--- src/design/s3f_pkg.sv ---
// Shared types, constants and helpers of the S3-FIFO cache replacement block.
// Used by the controller, the datapath and the top level.
package s3f_pkg;

    localparam int SMALL_DEPTH = 16;
    localparam int MAIN_DEPTH  = 128;
    localparam int GHOST_DEPTH = 128;
    localparam int KEY_BITS    = 32;

    localparam int S_AW = $clog2(SMALL_DEPTH);
    localparam int M_AW = $clog2(MAIN_DEPTH);
    localparam int G_AW = $clog2(GHOST_DEPTH);
    localparam int S_FW = S_AW + 1;
    localparam int M_FW = M_AW + 1;
    localparam int G_FW = G_AW + 1;
    localparam int MAX_FW = (S_FW > M_FW) ? ((S_FW > G_FW) ? S_FW : G_FW)
                                          : ((M_FW > G_FW) ? M_FW : G_FW);
    localparam int CNT_W = MAX_FW;

    localparam int USE_W  = 2;
    localparam int WORD_W = KEY_BITS + USE_W;
    localparam logic [USE_W-1:0] USE_MAX = 2'd3;

    localparam int SCAP_W = 5;
    localparam int MCAP_W = 8;
    localparam int GCAP_W = 8;
    localparam int CFG_W  = 8;
    localparam int CFG_AW = 2;
    localparam logic [SCAP_W-1:0] SCAP_RESET = 5'd16;
    localparam logic [MCAP_W-1:0] MCAP_RESET = 8'd128;
    localparam logic [GCAP_W-1:0] GCAP_RESET = 8'd128;

    localparam int IN_W  = 32;
    localparam int OUT_W = 8;

    typedef enum logic [CFG_AW-1:0] {
        CFG_SMALL_CAP = 2'd0,
        CFG_MAIN_CAP  = 2'd1,
        CFG_GHOST_CAP = 2'd2
    } cfg_idx_t;

    typedef enum logic [1:0] {
        Q_NONE  = 2'd0,
        Q_SMALL = 2'd1,
        Q_MAIN  = 2'd2,
        Q_GHOST = 2'd3
    } queue_t;

    typedef struct packed {
        logic   load_key;
        logic   cnt_clr;
        logic   cnt_inc;
        queue_t rd_q;
        logic   rd_head;
        logic   use_vic;
        logic   bump_s;
        logic   bump_m;
        logic   s_pop;
        logic   s_push;
        logic   m_pop;
        logic   m_requeue;
        logic   m_push;
        logic   g_pop;
        logic   g_push;
        logic   out_load;
        logic   out_hit;
    } dp_cmd_t;

    typedef struct packed {
        logic s_end;
        logic m_end;
        logic g_end;
        logic s_match;
        logic m_match;
        logic g_match;
        logic s_full;
        logic m_full;
        logic g_full;
        logic s_empty;
        logic s_rc_gt1;
        logic m_rc_gt0;
        logic out_busy;
    } dp_stat_t;

    function automatic logic [USE_W-1:0] sat_inc(input logic [USE_W-1:0] c);
        return (c == USE_MAX) ? USE_MAX : c + 1'b1;
    endfunction

endpackage

--- src/design/s3f_ctrl.sv ---
// Controller state machine: lookup scans, evictions and the insert sequence.
// Depends on s3f_pkg; drives the datapath through dp_cmd_t.
module s3f_ctrl (
    input  logic                aclk,
    input  logic                aresetn,
    input  logic                s_tvalid,
    output logic                s_tready,
    input  s3f_pkg::dp_stat_t   stat,
    output s3f_pkg::dp_cmd_t    cmd
);
    import s3f_pkg::*;

    typedef enum logic [3:0] {
        ST_IDLE, ST_S_RD, ST_S_CMP, ST_M_RD, ST_M_CMP, ST_G_RD, ST_G_CMP,
        ST_MIN_CHK, ST_MEV_RD, ST_MEV_POP, ST_SIN_CHK, ST_SEV_RD, ST_SEV_POP,
        ST_SEV_CONT, ST_GEV_CHK, ST_RESP
    } state_t;

    state_t state_reg, state_next;
    logic   vic_reg, vic_next, hit_reg, hit_next;

    always_comb begin
        state_next  = state_reg;
        vic_next    = vic_reg;
        hit_next    = hit_reg;
        cmd         = '0;
        cmd.use_vic = vic_reg;
        cmd.out_hit = hit_reg;
        unique case (state_reg)
            ST_IDLE: begin
                if (s_tvalid) begin
                    cmd.load_key = 1'b1;
                    cmd.cnt_clr  = 1'b1;
                    vic_next     = 1'b0;
                    hit_next     = 1'b0;
                    state_next   = ST_S_RD;
                end
            end
            ST_S_RD: begin
                if (stat.s_end) begin
                    cmd.cnt_clr = 1'b1;
                    state_next  = ST_M_RD;
                end else begin
                    cmd.rd_q   = Q_SMALL;
                    state_next = ST_S_CMP;
                end
            end
            ST_S_CMP: begin
                if (stat.s_match) begin
                    cmd.bump_s = 1'b1;
                    hit_next   = 1'b1;
                    state_next = ST_RESP;
                end else begin
                    cmd.cnt_inc = 1'b1;
                    state_next  = ST_S_RD;
                end
            end
            ST_M_RD: begin
                if (stat.m_end) begin
                    cmd.cnt_clr = 1'b1;
                    state_next  = ST_G_RD;
                end else begin
                    cmd.rd_q   = Q_MAIN;
                    state_next = ST_M_CMP;
                end
            end
            ST_M_CMP: begin
                if (stat.m_match) begin
                    cmd.bump_m = 1'b1;
                    hit_next   = 1'b1;
                    state_next = ST_RESP;
                end else begin
                    cmd.cnt_inc = 1'b1;
                    state_next  = ST_M_RD;
                end
            end
            ST_G_RD: begin
                if (stat.g_end) begin
                    state_next = vic_reg ? ST_GEV_CHK : ST_SIN_CHK;
                end else begin
                    cmd.rd_q   = Q_GHOST;
                    state_next = ST_G_CMP;
                end
            end
            ST_G_CMP: begin
                if (stat.g_match) begin
                    state_next = vic_reg ? ST_SIN_CHK : ST_MIN_CHK;
                end else begin
                    cmd.cnt_inc = 1'b1;
                    state_next  = ST_G_RD;
                end
            end
            ST_MIN_CHK: begin
                if (stat.m_full) begin
                    state_next = ST_MEV_RD;
                end else begin
                    cmd.m_push = 1'b1;
                    state_next = vic_reg ? ST_SEV_CONT : ST_RESP;
                end
            end
            ST_MEV_RD: begin
                cmd.rd_q    = Q_MAIN;
                cmd.rd_head = 1'b1;
                state_next  = ST_MEV_POP;
            end
            ST_MEV_POP: begin
                if (stat.m_rc_gt0) begin
                    cmd.m_requeue = 1'b1;
                    state_next    = ST_MEV_RD;
                end else begin
                    cmd.m_pop  = 1'b1;
                    state_next = ST_MIN_CHK;
                end
            end
            ST_SIN_CHK: begin
                if (stat.s_full) begin
                    state_next = ST_SEV_RD;
                end else begin
                    cmd.s_push = 1'b1;
                    state_next = ST_RESP;
                end
            end
            ST_SEV_RD: begin
                cmd.rd_q    = Q_SMALL;
                cmd.rd_head = 1'b1;
                state_next  = ST_SEV_POP;
            end
            ST_SEV_POP: begin
                cmd.s_pop = 1'b1;
                vic_next  = 1'b1;
                if (stat.s_rc_gt1) begin
                    state_next = ST_MIN_CHK;
                end else begin
                    cmd.cnt_clr = 1'b1;
                    state_next  = ST_G_RD;
                end
            end
            ST_SEV_CONT: begin
                state_next = stat.s_empty ? ST_SIN_CHK : ST_SEV_RD;
            end
            ST_GEV_CHK: begin
                if (stat.g_full) begin
                    cmd.g_pop = 1'b1;
                end else begin
                    cmd.g_push = 1'b1;
                    state_next = ST_SIN_CHK;
                end
            end
            ST_RESP: begin
                if (!stat.out_busy) begin
                    cmd.out_load = 1'b1;
                    state_next   = ST_IDLE;
                end
            end
            default: state_next = ST_IDLE;
        endcase
    end

    always_ff @(posedge aclk) begin
        if (!aresetn) begin
            state_reg <= ST_IDLE;
            vic_reg   <= 1'b0;
            hit_reg   <= 1'b0;
        end else begin
            state_reg <= state_next;
            vic_reg   <= vic_next;
            hit_reg   <= hit_next;
        end
    end

    assign s_tready = state_reg == ST_IDLE;
endmodule

--- config.mk ---
export PLATFORM = sky130hd
export DESIGN_NAME = s3f_ctrl
export DESIGN_NICKNAME = d
export VERILOG_FILES = /design/src/design/s3f_pkg.sv /design/src/design/s3f_ctrl.sv
export SDC_FILE = /design/constraint.sdc
export NUM_CORES = 1
export LEC_CHECK = 0
export ABC_AREA = 1
export BUFFER_PORTS_ARGS = -buffer_cell sky130_fd_sc_hd__clkbuf_2
export CAP_MARGIN = 5
export CORE_MARGIN = 8
export CORE_UTILIZATION = 30
export DETAILED_ROUTE_END_ITERATION = 16
export PLACE_DENSITY_LB_ADDON = 0.3
export SYNTH_ARGS = -nofsm -noshare
export SYNTH_HDL_FRONTEND = slang
export SYNTH_SLANG_ARGS = --single-unit
--- constraint.sdc ---
create_clock -name aclk -period 1.5 [get_ports aclk]
set_input_delay 0 -clock aclk [delete_from_list [all_inputs] [get_ports aclk]]
set_output_delay 0 -clock aclk [all_outputs]
set_load 0.01 [all_outputs]
==> results.tsv <==
stage	metric	value	unit
critical_path	worstPathMaxFanout	5	
clock_network	numCtsBuffers	3	
die	die_h	65.1	um
layout	fin_cells	201	
timing	holdWs	0.120	ns
detailed_routing	ant_nets	0	
layout	n_antenna_cell	0	
detailed_routing	wl_per_cell	12.4	um
yosys	ys_ff_latch	6	
clock_network	clk_latency	0.24	ns
critical_path	critPathBufInv	3	
placement	place_congestion	0.894	
yosys	seq_area_frac_synth	16.6	%
critical_path	crit_chain	inv_2 -> nor2_4 -> nand2_2 -> o22ai_1 -> inv_1 -> o21ai_0 -> buf_2	
critical_path	slowest_stage	dfxtp_4	
timing	slew_viol_final	0	
detailed_routing	vias	961	
grt	grt_pass1_vias	952	
timing	skew	0.00234	ns
detailed_routing	viasPerCell	4.78	
placement	placed_area	906	um^2
die	fp.coreArea	0.00225	mm^2
yosys	ys_warn_count	0	
critical_path	cp_data_required_time	1.50	ns
timing	fmax	0.716	GHz
critical_path	cp.depth	7	
critical_path	start_kind	flop	
layout	drive_gt1_share	37.0	%
die	ioPinCount	35	
timing	slew_headroom	85.0	%
layout	final_core_util	44.1	%
grt	grt_max_degree	8	
yosys	synth_area	723	um^2
detailed_routing	dr.first_iter.drc_count	32	
clock_network	path_clk_slew	0.05	ns
placement	place.port_buffers	34	
die	dieWidth	65.1	um
pwr	vdd_ir_drop_max	0.891	mV
timing	fin_crit	1.40	ns
critical_path	path_class	reg -> out	
worst_hold_path	hp-class	in -> reg	
layout	fin_area	993	um^2
detailed_routing	drc	0	
clock_network	cts_num_sinks	6	
layout	area_delta_synth_final	37.4	%
yosys	yosys.area.top_type	nand2_1	
detailed_routing	wl_met1	1070	um
yosys	synth_nets	150	
critical_path	slowest_delay	0.39	ns
clock_network	htreeDepth	1	
layout	largest_reg_flops	4	
timing	finalSetupViolations	0	
grt	overflow	0	
grt	grt_use_total	12.1	%
yosys	synth_area_leaders	nand2_1 18%, dfxtp_1 17%, inv_1 11%	
run	drv_cap	0	
timing	tightest_slew	0.225	ns
critical_path	crit_end	cmd[15]	
critical_path	arrival	1.40	ns
yosys	syn_avg_cell_area	5.40	um^2
critical_path	cp-end-kind	output port	
grt	antenna_found_initial	0	
pwr	power_density	1360	mW/mm^2
die	die_area	0.00424	mm^2
timing	rsz0062_at_grt	true	
clock_network	cts_tree	yes	
pwr	leakage	0.588	nW
critical_path	r2r-start	state_reg[0]	
layout	nets	191	
critical_path	r2r_cells	8	
pwr	power.total	1.35	mW
yosys	synth_top_area_share	18.2	%
critical_path	rrSetupSlack	0.18	ns
detailed_routing	wl_met2	1160	um
die	start_util	32.1	%
detailed_routing	route.met3.wl	250	um
clock_network	cts-root-buf	clkbuf_4	
detailed_routing	drt_pre_antenna_iters	4	
timing	finalCritPeriodShare	93.1	%
die	rows	17	
detailed_routing	finalWirelength	2490	um
yosys	syn_inst	134	
placement	place_inst	193	
placement	hpwlAfterDp	2060	um
critical_path	cp-startpoint	state_reg[2]	
yosys	yosysUniqueCellTypes	19	
run_status	status	complete, no violations	
critical_path	r2r-end	state_reg[1]	
critical_path	cpLargestDelayFamily	flip-flops	
grt	grt_pass1_wl	4240	um
timing	final_hold_viol_count	0	
clock_network	clock_path_buffers	2	
detailed_routing	top_layer	met4	
==> area by class of cell <==
| class | instances | area (um^2) |
|---|---|---|
| clock buffer | 3 | 22.5 |
| fill | 255 | 1260 |
| inverter | 28 | 105 |
| multi-input combinational | 97 | 490 |
| sequential | 6 | 130 |
| tap | 28 | 35.0 |
| timing repair buffer | 39 | 210 |
==> worst min-delay path by stage <==
stage / cells after the start / start / to
after floorplan: 1 / stat[4] / cmd[2]
after global placement: 3 / aresetn / state_reg[2]
after detailed placement: 3 / aresetn / state_reg[2]
after CTS: 4 / s_tvalid / vic_reg
after global routing: 4 / s_tvalid / vic_reg
final: 4 / s_tvalid / vic_reg
==> per-stage QoR <==
step	setup TNS (ns)	setup slack [ns]
floorplan	0	0.297
global placement	0	0.0523
detailed placement	0	0.0561
CTS	0	0.00544
global route	-0.00750	-0.00750
finish	0	0.104
==> Yosys cell counts <==
cell,n
nor2_2,1
buf_4,3
nand2_1,35
nand2_2,2
a21oi_1,4
o21ai_2,1
nand3_2,3
o22ai_1,1
nor2_1,20
nand4_1,2
o21ai_1,1
o21ai_0,5
dfxtp_1,6
nor2_4,4
inv_1,22
nand3_1,12
nor3_1,3
inv_2,6
o211ai_1,3
==> placed cells by master, fill, tap and decap left out, types with 2 or more instances in the layout <==
| cell type | n |
|---|---|
| a21oi_1 | 4 |
| buf_4 | 4 |
| clkbuf_2 | 33 |
| clkbuf_4 | 3 |
| dfxtp_1 | 2 |
| dfxtp_2 | 2 |
| dfxtp_4 | 2 |
| inv_1 | 22 |
| inv_2 | 6 |
| nand2_1 | 34 |
| nand2_2 | 3 |
| nand3_1 | 12 |
| nand3_2 | 3 |
| nand4_1 | 2 |
| nor2_1 | 19 |
| nor2_4 | 6 |
| nor3_1 | 3 |
| o211ai_1 | 3 |
| o21ai_0 | 5 |
==> cells by family after synthesis <==
family                 after synthesis  share of synthesized area (%)
and+or+nand+nor                     82                           53.6
DFF                                  6                           16.6
buffers and inverters               31                           17.6
AOI/OAI and AO/OA                   15                           12.1
==> routing by layer <==
| layer | track usage [%] | up-vias |
|---|---|---|
| met5 | 0 | - |
| met4 | 3.54 | 0 |
| met3 | 3.90 | 4 |
| met2 | 20.2 | 41 |
| met1 | 14.3 | 421 |
| li1 | - | 495 |
==> where the power goes <==
group          internal (mW)  switching (mW)  leakage, nW
combinational          0.344           0.547        0.523
sequential             0.219          0.0910       0.0512
clock                 0.0906          0.0592       0.0138
==> worst register-to-register path, stage by stage, from the launching register on <==
cell	delay (ns)
dfxtp_2	0.41
inv_1	0.12
nor2_4	0.14
nand3_1	0.17
nand2_1	0.10
nor2_1	0.06
nand3_2	0.07
nand2_1	0.05
a21oi_1	0.12
==> what timing repair did <==
action                                 CTS  global route
hold buffers                             1             0
endpoints found under the hold margin    1             0
setup buffers                            0             4
pin swaps                                0             3
gates resized for setup                  6             5
setup endpoints to repair                3             5
Note: power is estimated with default switching activity, not from simulation.
